File: src/rtl/pstf_pkg.sv
// pstf_pkg: types, register codes and constants of the ping-pong sine tone frame unit
// no dependencies
package pstf_pkg;

	localparam int MAX_PERIOD_DEF = 1024;
	localparam int CHANNELS_DEF   = 8;
	localparam int BUFFER_MS_DEF  = 8;

	localparam int CFG_IDX_W  = 2;
	localparam int CFG_DATA_W = 31;
	localparam int RATE_W     = 16;
	localparam int TONE_W     = 15;
	localparam int AMP_W      = 31;
	localparam int SAMPLE_W   = 32;
	localparam int SLOT_W     = 3;
	localparam int WCOUNT_W   = 12;

	localparam logic [CFG_IDX_W-1:0] REG_RATE = 2'd0;
	localparam logic [CFG_IDX_W-1:0] REG_TONE = 2'd1;
	localparam logic [CFG_IDX_W-1:0] REG_AMP  = 2'd2;

	localparam logic [RATE_W-1:0] RATE_RST = 16'd48000;
	localparam logic [TONE_W-1:0] TONE_RST = 15'd1000;
	localparam logic [AMP_W-1:0]  AMP_RST  = 31'd1073741824;

	localparam int BUF_RATE_CAP = 48000;
	localparam int MS_DIV       = 1000;

	// floor(x/1000) = (x*MS_RECIP) >> MS_RECIP_SHIFT for x up to 48000
	localparam logic [31:0] MS_RECIP       = 32'd67109;
	localparam int          MS_RECIP_SHIFT = 26;

	localparam logic [30:0] Q30_ONE     = 31'd1073741824;
	localparam logic [31:0] HALF_PI_Q30 = 32'd1686629713;

	localparam int HORNER_TERMS = 6;

	typedef enum logic [12:0] {
		ST_IDLE  = 13'b0_0000_0000_0001,
		ST_BUFD  = 13'b0_0000_0000_0010,
		ST_PERD  = 13'b0_0000_0000_0100,
		ST_MODD  = 13'b0_0000_0000_1000,
		ST_PHD   = 13'b0_0000_0001_0000,
		ST_MULR  = 13'b0_0000_0010_0000,
		ST_MULR2 = 13'b0_0000_0100_0000,
		ST_HMUL  = 13'b0_0000_1000_0000,
		ST_HREC  = 13'b0_0001_0000_0000,
		ST_HCOR  = 13'b0_0010_0000_0000,
		ST_SMUL  = 13'b0_0100_0000_0000,
		ST_AMUL  = 13'b0_1000_0000_0000,
		ST_OUT   = 13'b1_0000_0000_0000
	} state_t;

	function automatic logic [RATE_W-1:0] horner_div(input logic [2:0] k);
		logic [RATE_W-1:0] d;
		unique case (k)
			3'd0: d = 16'd156;
			3'd1: d = 16'd110;
			3'd2: d = 16'd72;
			3'd3: d = 16'd42;
			3'd4: d = 16'd20;
			3'd5: d = 16'd6;
			default: d = 16'd6;
		endcase
		return d;
	endfunction

	// floor(2^32 / horner_div(k))
	function automatic logic [31:0] horner_recip(input logic [2:0] k);
		logic [31:0] m;
		unique case (k)
			3'd0: m = 32'd27531841;
			3'd1: m = 32'd39045157;
			3'd2: m = 32'd59652323;
			3'd3: m = 32'd102261126;
			3'd4: m = 32'd214748364;
			3'd5: m = 32'd715827882;
			default: m = 32'd715827882;
		endcase
		return m;
	endfunction

endpackage

File: src/rtl/pingpong_sine_tone_frames_unit.sv
// ping-pong sine tone frame unit: one CHANNELS-word audio frame per frame tick
// a tick is taken only in the idle state; the frame is computed by three bit-serial divisions
// on the shared divider and by the shared 32x32 multiplier, then words leave one per cycle
// while out_ready is high
// reset: asynchronous, registers to defaults, sweep and buffer counters cleared
// depends on pstf_pkg
module pingpong_sine_tone_frames_unit #(
	parameter int MAX_PERIOD = pstf_pkg::MAX_PERIOD_DEF,
	parameter int CHANNELS   = pstf_pkg::CHANNELS_DEF,
	parameter int BUFFER_MS  = pstf_pkg::BUFFER_MS_DEF
) (
	input  logic                                clk,
	input  logic                                arst_n,
	input  logic                                cfg_we,
	input  logic [pstf_pkg::CFG_IDX_W-1:0]      cfg_index,
	input  logic [pstf_pkg::CFG_DATA_W-1:0]     cfg_wdata,
	input  logic                                in_valid,
	output logic                                in_ready,
	input  logic                                frame_tick,
	output logic                                out_valid,
	input  logic                                out_ready,
	output logic signed [pstf_pkg::SAMPLE_W-1:0] sample_word,
	output logic [pstf_pkg::SLOT_W-1:0]         channel_slot,
	output logic                                last_of_frame,
	output logic                                end_of_buffer,
	output logic                                buffer_select,
	output logic [pstf_pkg::WCOUNT_W-1:0]       buffer_word_count
);
	import pstf_pkg::*;

	localparam int WI_W = (MAX_PERIOD > 2) ? $clog2(MAX_PERIOD) : 1;
	localparam int PER_W = $clog2(MAX_PERIOD + 1);
	localparam int BUF_FRAMES_MAX = (BUF_RATE_CAP / MS_DIV) * BUFFER_MS;
	localparam int FR_W = $clog2(BUF_FRAMES_MAX + 1);
	localparam logic [5:0] DIV_LAST = 6'd32;

	state_t state_q;
	logic [5:0] cnt_q;
	logic [2:0] k_q;
	logic [SLOT_W-1:0] ch_q;
	logic out_valid_q;
	logic [WI_W-1:0] wave_q;
	logic up_q;
	logic [FR_W-1:0] fib_q;
	logic active_q;
	logic [RATE_W-1:0] rate_q;
	logic [TONE_W-1:0] tone_q;
	logic [AMP_W-1:0] amp_q;

	logic [31:0] div_d_q;
	logic [15:0] div_r_q;
	logic [15:0] div_v_q;
	logic [FR_W-1:0] frames_q;
	logic [PER_W-1:0] per_q;
	logic [1:0] quad_q;
	logic [30:0] x_q;
	logic [30:0] r_q;
	logic [31:0] r2_q;
	logic [30:0] t_q;
	logic [31:0] qe_q;
	logic [30:0] s_q;
	logic [31:0] sample_q;

	logic signed [SAMPLE_W-1:0] sample_word_q;
	logic [SLOT_W-1:0] channel_slot_q;
	logic last_q;
	logic eob_q;
	logic bsel_q;
	logic [WCOUNT_W-1:0] wcount_q;

	logic [31:0] mul_a;
	logic [31:0] mul_b;
	logic [63:0] mul_p;
	logic [16:0] div_trial;
	logic [16:0] div_sub;
	logic div_ge;
	logic div_fin;
	logic in_xfer;
	logic cfg_hit;
	logic load_word;
	logic last_word;
	logic buffer_end;
	logic [RATE_W-1:0] rate_b;
	logic [FR_W-1:0] fr_calc;
	logic [31:0] per_raw;
	logic [PER_W-1:0] per_calc;
	logic [29:0] ph_f;
	logic [30:0] x_calc;
	logic [31:0] hc_rem;
	logic hc_ge;
	logic [30:0] t_dec;
	logic [30:0] t_next;
	logic [30:0] s_calc;
	logic [30:0] mag;
	logic [31:0] sample_calc;
	logic [15:0] words;
	logic [PER_W-1:0] wave_inc;

	assign in_ready = (state_q == ST_IDLE);
	assign in_xfer = in_valid && in_ready;
	assign cfg_hit = cfg_we && (cfg_index == REG_RATE || cfg_index == REG_TONE ||
		cfg_index == REG_AMP);
	assign div_fin = (cnt_q == DIV_LAST);
	assign load_word = (state_q == ST_OUT) && (!out_valid_q || out_ready);
	assign last_word = (ch_q == SLOT_W'(CHANNELS - 1));
	assign buffer_end = ({1'b0, fib_q} + 1'b1) >= {1'b0, frames_q};
	assign words = 16'(frames_q) * 16'(CHANNELS);
	assign wave_inc = PER_W'(wave_q) + 1'b1;

	// shared multiplier
	always_comb begin
		mul_a = '0;
		mul_b = '0;
		unique case (state_q)
			ST_BUFD: begin
				mul_a = 32'(rate_b);
				mul_b = MS_RECIP;
			end
			ST_PERD: begin
				mul_a = 32'(wave_q);
				mul_b = 32'(tone_q);
			end
			ST_MULR: begin
				mul_a = {1'b0, x_q};
				mul_b = HALF_PI_Q30;
			end
			ST_MULR2: begin
				mul_a = {1'b0, r_q};
				mul_b = {1'b0, r_q};
			end
			ST_HMUL: begin
				mul_a = r2_q;
				mul_b = {1'b0, t_q};
			end
			ST_HREC: begin
				mul_a = div_d_q;
				mul_b = horner_recip(k_q);
			end
			ST_HCOR: begin
				mul_a = qe_q;
				mul_b = 32'(div_v_q);
			end
			ST_SMUL: begin
				mul_a = {1'b0, r_q};
				mul_b = {1'b0, t_q};
			end
			ST_AMUL: begin
				mul_a = {1'b0, amp_q};
				mul_b = {1'b0, s_q};
			end
			default: begin
				mul_a = '0;
				mul_b = '0;
			end
		endcase
	end
	assign mul_p = mul_a * mul_b;

	// shared restoring divider step
	assign div_trial = {div_r_q, div_d_q[31]};
	assign div_ge = div_trial >= {1'b0, div_v_q};
	assign div_sub = div_trial - {1'b0, div_v_q};

	always_comb begin
		rate_b = (rate_q > RATE_W'(BUF_RATE_CAP)) ? RATE_W'(BUF_RATE_CAP) : rate_q;
		fr_calc = FR_W'(mul_p[MS_RECIP_SHIFT +: 6]) * FR_W'(BUFFER_MS);
		if (fr_calc == '0) begin
			fr_calc = FR_W'(1);
		end
		per_raw = div_d_q;
		if (tone_q == '0) begin
			per_calc = PER_W'(MAX_PERIOD);
		end else if (per_raw < 32'd2) begin
			per_calc = PER_W'(2);
		end else if (per_raw > 32'(MAX_PERIOD)) begin
			per_calc = PER_W'(MAX_PERIOD);
		end else begin
			per_calc = per_raw[PER_W-1:0];
		end
		ph_f = div_d_q[29:0];
		x_calc = div_d_q[30] ? (Q30_ONE - {1'b0, ph_f}) : {1'b0, ph_f};
		// reciprocal estimate is low by at most one
		hc_rem = div_d_q - mul_p[31:0];
		hc_ge = hc_rem >= 32'(div_v_q);
		t_dec = Q30_ONE - qe_q[30:0];
		t_next = hc_ge ? (t_dec - 31'd1) : t_dec;
		s_calc = (mul_p[61:30] > {1'b0, Q30_ONE}) ? Q30_ONE : mul_p[60:30];
		mag = mul_p[60:30];
		if (rate_q == '0 || tone_q == '0) begin
			sample_calc = '0;
		end else if (quad_q[1]) begin
			sample_calc = 32'd0 - {1'b0, mag};
		end else begin
			sample_calc = {1'b0, mag};
		end
	end

	// control and configuration
	always_ff @(posedge clk or negedge arst_n) begin
		if (!arst_n) begin
			state_q <= ST_IDLE;
			cnt_q <= '0;
			k_q <= '0;
			ch_q <= '0;
			out_valid_q <= 1'b0;
			wave_q <= '0;
			up_q <= 1'b1;
			fib_q <= '0;
			active_q <= 1'b0;
			rate_q <= RATE_RST;
			tone_q <= TONE_RST;
			amp_q <= AMP_RST;
		end else begin
			if (load_word) begin
				out_valid_q <= 1'b1;
			end else if (out_ready) begin
				out_valid_q <= 1'b0;
			end
			if (cfg_hit) begin
				unique case (cfg_index)
					REG_RATE: rate_q <= cfg_wdata[RATE_W-1:0];
					REG_TONE: tone_q <= cfg_wdata[TONE_W-1:0];
					REG_AMP:  amp_q <= cfg_wdata[AMP_W-1:0];
					default:  amp_q <= amp_q;
				endcase
				wave_q <= '0;
				up_q <= 1'b1;
				fib_q <= '0;
				active_q <= 1'b0;
			end
			unique case (state_q)
				ST_IDLE: begin
					cnt_q <= '0;
					if (in_xfer && frame_tick) begin
						state_q <= ST_BUFD;
					end
				end
				ST_BUFD: begin
					cnt_q <= '0;
					state_q <= ST_PERD;
				end
				ST_PERD, ST_MODD, ST_PHD: begin
					if (!div_fin) begin
						cnt_q <= cnt_q + 1'b1;
					end else begin
						cnt_q <= '0;
						unique case (state_q)
							ST_PERD: state_q <= ST_MODD;
							ST_MODD: state_q <= ST_PHD;
							default: state_q <= ST_MULR;
						endcase
					end
				end
				ST_MULR: state_q <= ST_MULR2;
				ST_MULR2: begin
					k_q <= '0;
					state_q <= ST_HMUL;
				end
				ST_HMUL: state_q <= ST_HREC;
				ST_HREC: state_q <= ST_HCOR;
				ST_HCOR: begin
					if (k_q == 3'(HORNER_TERMS - 1)) begin
						state_q <= ST_SMUL;
					end else begin
						k_q <= k_q + 1'b1;
						state_q <= ST_HMUL;
					end
				end
				ST_SMUL: state_q <= ST_AMUL;
				ST_AMUL: begin
					ch_q <= '0;
					state_q <= ST_OUT;
				end
				ST_OUT: begin
					if (load_word) begin
						if (last_word) begin
							state_q <= ST_IDLE;
							ch_q <= '0;
							if (up_q) begin
								if (wave_inc >= per_q) begin
									wave_q <= WI_W'(per_q - PER_W'(2));
									up_q <= 1'b0;
								end else begin
									wave_q <= wave_inc[WI_W-1:0];
								end
							end else if (wave_q == '0) begin
								up_q <= 1'b1;
								wave_q <= WI_W'(1);
							end else begin
								wave_q <= wave_q - 1'b1;
							end
							if (buffer_end) begin
								fib_q <= '0;
								active_q <= ~active_q;
							end else begin
								fib_q <= fib_q + 1'b1;
							end
						end else begin
							ch_q <= ch_q + 1'b1;
						end
					end
				end
				default: state_q <= ST_IDLE;
			endcase
		end
	end

	// datapath
	always_ff @(posedge clk) begin
		unique case (state_q)
			ST_BUFD: begin
				frames_q <= fr_calc;
				div_d_q <= 32'(rate_q);
				div_v_q <= 16'(tone_q);
				div_r_q <= '0;
			end
			ST_PERD, ST_MODD, ST_PHD: begin
				if (!div_fin) begin
					div_r_q <= div_ge ? div_sub[15:0] : div_trial[15:0];
					div_d_q <= {div_d_q[30:0], div_ge};
				end else begin
					unique case (state_q)
						ST_PERD: begin
							per_q <= per_calc;
							div_d_q <= mul_p[31:0];
							div_v_q <= rate_q;
							div_r_q <= '0;
						end
						ST_MODD: div_d_q <= '0;
						default: begin
							quad_q <= div_d_q[31:30];
							x_q <= x_calc;
						end
					endcase
				end
			end
			ST_MULR: r_q <= mul_p[60:30];
			ST_MULR2: begin
				r2_q <= mul_p[61:30];
				t_q <= Q30_ONE;
			end
			ST_HMUL: begin
				div_d_q <= mul_p[61:30];
				div_v_q <= horner_div(k_q);
			end
			ST_HREC: qe_q <= mul_p[63:32];
			ST_HCOR: t_q <= t_next;
			ST_SMUL: s_q <= s_calc;
			ST_AMUL: sample_q <= sample_calc;
			default: sample_q <= sample_q;
		endcase
		if (load_word) begin
			sample_word_q <= (ch_q < SLOT_W'(2)) ? sample_q : '0;
			channel_slot_q <= ch_q;
			last_q <= last_word;
			eob_q <= last_word && buffer_end;
			bsel_q <= active_q;
			wcount_q <= words[WCOUNT_W-1:0];
		end
	end

	assign out_valid = out_valid_q;
	assign sample_word = sample_word_q;
	assign channel_slot = channel_slot_q;
	assign last_of_frame = last_q;
	assign end_of_buffer = eob_q;
	assign buffer_select = bsel_q;
	assign buffer_word_count = wcount_q;

`ifndef NO_ASSERTIONS
	a_last_word_frees: assert property (@(posedge clk) disable iff (!arst_n)
		load_word && last_word |=> in_ready)
		else $error("unit not ready after last word of frame");

	a_period_range: assert property (@(posedge clk) disable iff (!arst_n)
		state_q == ST_MODD |-> (per_q >= PER_W'(2) && per_q <= PER_W'(MAX_PERIOD)))
		else $error("period out of range");

	a_out_only_from_frame: assert property (@(posedge clk) disable iff (!arst_n)
		$rose(out_valid) |-> $past(state_q == ST_OUT))
		else $error("output word raised outside frame emission");
`endif

endmodule
File: config.mk
export PLATFORM = sky130hd
export DESIGN_NAME = pingpong_sine_tone_frames_unit
export DESIGN_NICKNAME = d
export VERILOG_FILES = /design/src/rtl/pstf_pkg.sv /design/src/rtl/pingpong_sine_tone_frames_unit.sv
export SDC_FILE = /design/constraint.sdc
export NUM_CORES = 2
export LEC_CHECK = 0
export ABC_CLOCK_PERIOD_IN_PS = 13100
export BUFFER_PORTS_ARGS = -buffer_cell sky130_fd_sc_hd__buf_2
export CORE_MARGIN = 2
export CORE_UTILIZATION = 45
export CTS_CLUSTER_SIZE = 14
export DETAILED_ROUTE_END_ITERATION = 6
export PLACE_DENSITY_LB_ADDON = 0.2
export SYNTH_ARGS = -nofsm -noshare
export SYNTH_HDL_FRONTEND = slang
export SYNTH_SLANG_ARGS = --single-unit
File: constraint.sdc
create_clock -name clk -period 13.1 [get_ports clk]
set_input_delay 0.655 -clock clk [delete_from_list [all_inputs] [get_ports clk]]
set_output_delay 0.655 -clock clk [all_outputs]
set_load 0.05 [all_outputs]
==> impl_metrics.py <==
metrics = {
    "run_status": {
        "status": "finished, violations left",
        "violations": "design-rule violations",
    },
    "synthesis": {
        "yosysMostFrequentCell": "nand2_1",
        "synthArstFlopShare": 0.239,
        "ys_seq_area_frac": 0.230,
        "avgSynthCellArea_sq_um": 9.45,
        "synthFlopType": "edfxtp_1",
        "synth_cell_types": 110,
        "synth_seq_cells": 456,
        "synth_top_cell_area_share": 0.304,
        "synth_top_area_cell": "fa_1",
        "synth_edf_count": 347,
        "synth_cells": 6048,
        "yosys_warnings": 0,
        "syn_area_sq_um": 57100,
        "netlist_top_cells_count": "nand2_1, inv_1, fa_1, nor2_1, ha_1",
        "synth_area_leaders": "fa_1, edfxtp_1, ha_1",
    },
    "grt": {
        "track_usage": 0.313,
        "overflow": 0,
        "antenna_found_initial": 7,
        "grt_pass1_wl_mm": 302,
        "grt_pass1_vias": 45600,
        "grt_max_degree": 67,
    },
    "clock_tree": {
        "h-tree-depth": 2,
        "cts_tree": "built",
        "clock_latency_ns": 0.65,
        "ctsHoldBuffers": 0,
        "clkTransAtPathRegs_ns": 0.07,
        "cts_buffer_depth": 3,
        "cts_root_buf": "clkbuf_16",
        "cts_buffers": 45,
        "cts_sinks": 456,
    },
    "routing": {
        "wl_per_cell_um": 26.0,
        "first_iter_violations": 5432,
        "vias_per_cell": 5.85,
        "drc": 6,
        "drt_pass1_iterations": 7,
        "via_count": 45800,
        "routed_wl_mm": 204,
        "antenna_left": 0,
    },
    "timing": {
        "clock.fmax_mhz": 78.4,
        "finalClockSkew_ns": 0.0592,
        "timing.setup.tns_ns": 0,
        "max-slew-margin-rel": 0.202,
        "worst_pin_slew_ns": 1.20,
        "slew_viol_final": 0,
        "post-route-min-period_ns": 12.75,
        "fin_crit_sh": 0.973,
        "finalHoldViolations": 0,
        "setup_viol_count_final": 0,
    },
    "setup_path": {
        "cpMaxStageDelayCell": "or4_1",
        "required_ns": 13.55,
        "critPathLaunch": "state_q[11]",
        "end_kind": "flip-flop",
        "crit_fanout": 19,
        "reg2reg_slack_ns": 0.35,
        "cp.arrival_ns": 13.20,
        "crit_type": "reg2reg",
        "slowest_delay_ns": 0.63,
        "crit_path_start_kind": "flip-flop",
        "reg2reg_from": "state_q[11]",
        "cpMostUsedCell": "fa_1",
    },
    "place": {
        "placedCellCount": 7730,
        "placed_area_sq_um": 60600,
        "gp_congestion": 1.02,
        "place_hpwl_mm": 162,
        "port_buffers": 85,
    },
    "floorplan": {
        "dieArea_sq_um": 130000,
        "start_util": 0.454,
        "die_w_um": 360,
        "core_sq_um": 126000,
        "io_pins": 91,
        "rows": 130,
        "die_y_um": 360,
    },
    "power": {
        "power.leakage_uw": 0.0271,
        "power.density_nw_per_um2": 70.4,
        "max-vdd-ir-drop_v": 0.0000927,
        "total_power_uw": 4420,
    },
    "cells_and_area": {
        "fin_area_sq_um": 62800,
        "stdcell_count": 7838,
        "area_growth_pct": 9.94,
        "fin_nets": 7408,
        "drive_gt1_frac": 0.107,
    },
    "job": {
        "maxCapViolCount": 0,
    },
    "hold_path": {
        "min_path_type": "in2async",
    },
}
worst paths after layout:
kind | to | depth (start not counted)
hold reg to reg | buffer_word_count[7] | 0
max in group asynchronous | state_q[2] | 2
hold / removal | amp_q[7] | 1
setup reg to reg | s_q[14] | 37
setup / recovery | s_q[14] | 37
min in group clk | amp_q[22] | 2
layout make-up:
type,count,area (sq um)
Fill cell,11800,62900
Multi-Input combinational cell,4287,39500
Sequential cell,456,13200
Inverter,995,3740
Timing Repair Buffer,367,2730
Tap cell,1650,2060
Clock buffer,58,1250
Clock inverter,24,339
Antenna cell,1,2.50
metal layers:
| layer | routed length (um) | global-route usage | vias to the layer above |
|---|---|---|---|
| met2 | 86800 | 0.465 | 2467 |
| met1 | 85900 | 0.454 | 23300 |
| met3 | 22700 | 0.0707 | 382 |
| met4 | 8430 | 0.101 | 2 |
| met5 | 13 | 0 | - |
| li1 | - | - | 19700 |
worst max-delay path: cells and delay by family (launching register included):
kind	cells	cell delay (ns)
adder cells (fa/ha/maj)	9	4.56
flip-flops	1	0.46
buffers and inverters	8	1.61
XOR/XNOR	1	0.23
AND/OR/NAND/NOR	14	3.72
AO/OA/AOI/OAI	5	1.90
cell families after synthesis:
group / count (synthesis) / share of synthesized area
AND/OR/NAND/NOR: 1968 / 0.153
XOR/XNOR: 214 / 0.0336
adder cells (fa/ha/maj): 1219 / 0.381
AO/OA/AOI/OAI: 795 / 0.0982
multiplexers: 85 / 0.0163
buffers and inverters: 1310 / 0.0873
flip-flops: 456 / 0.230
other: 1 / 0.0000656
where the power goes:
group	internal [uW]	switching, uW
Sequential	1670	152
Combinational	411	755
Clock	803	633
Total	2880	1540
metrics by stage:
stage | worst slack (ns) | util | hold slack (ns)
2_1_floorplan | 0.0311 | - | 0.359
3_3_place_gp | -0.00761 | 0.482 | 0.461
3_5_place_dp | -0.0587 | 0.482 | 0.457
4_1_cts | 0.0323 | 0.495 | 0.0637
5_1_grt | -0.0414 | 0.500 | 0.0835
6_report | 0.349 | 0.500 | 0.0577
layout by cell type, fill, tap and decap left out, drive strengths merged, types with 17 or more instances in the layout:
cell type	count
mux2i	22
a22oi	36
nand3	56
a31oi	18
ha	349
o21bai	17
nor2	428
a221oi	30
and2	107
xor2	73
nand2b	41
inv	995
a22o	28
nor4	28
dfrtp	93
o31ai	22
buf	365
a21oi	191
fa	868
or3	34
a222oi	42
clkbuf	59
nand4	39
a211oi	28
nor3	60
xnor2	140
o21ai	156
o21a	25
nand2	1035
nor2b	32
and3	34
o211ai	25
edfxtp	347
mux2	63
a21o	61
what timing repair did:
action                                  4_1_cts  5_1_grt
gates resized for setup                       3       96
pin swaps                                     1       13
endpoints found under the setup margin       13       73
buffers inserted                              1       21
cloned                                        0        3
sequential cells by signal, indices dropped and copies added, names as in the netlist, 32 cells and up:
register / count
div_d_q: 32
sample_word: 32
r2_q: 32
sample_q: 32
(Power assumes the default switching activity.)
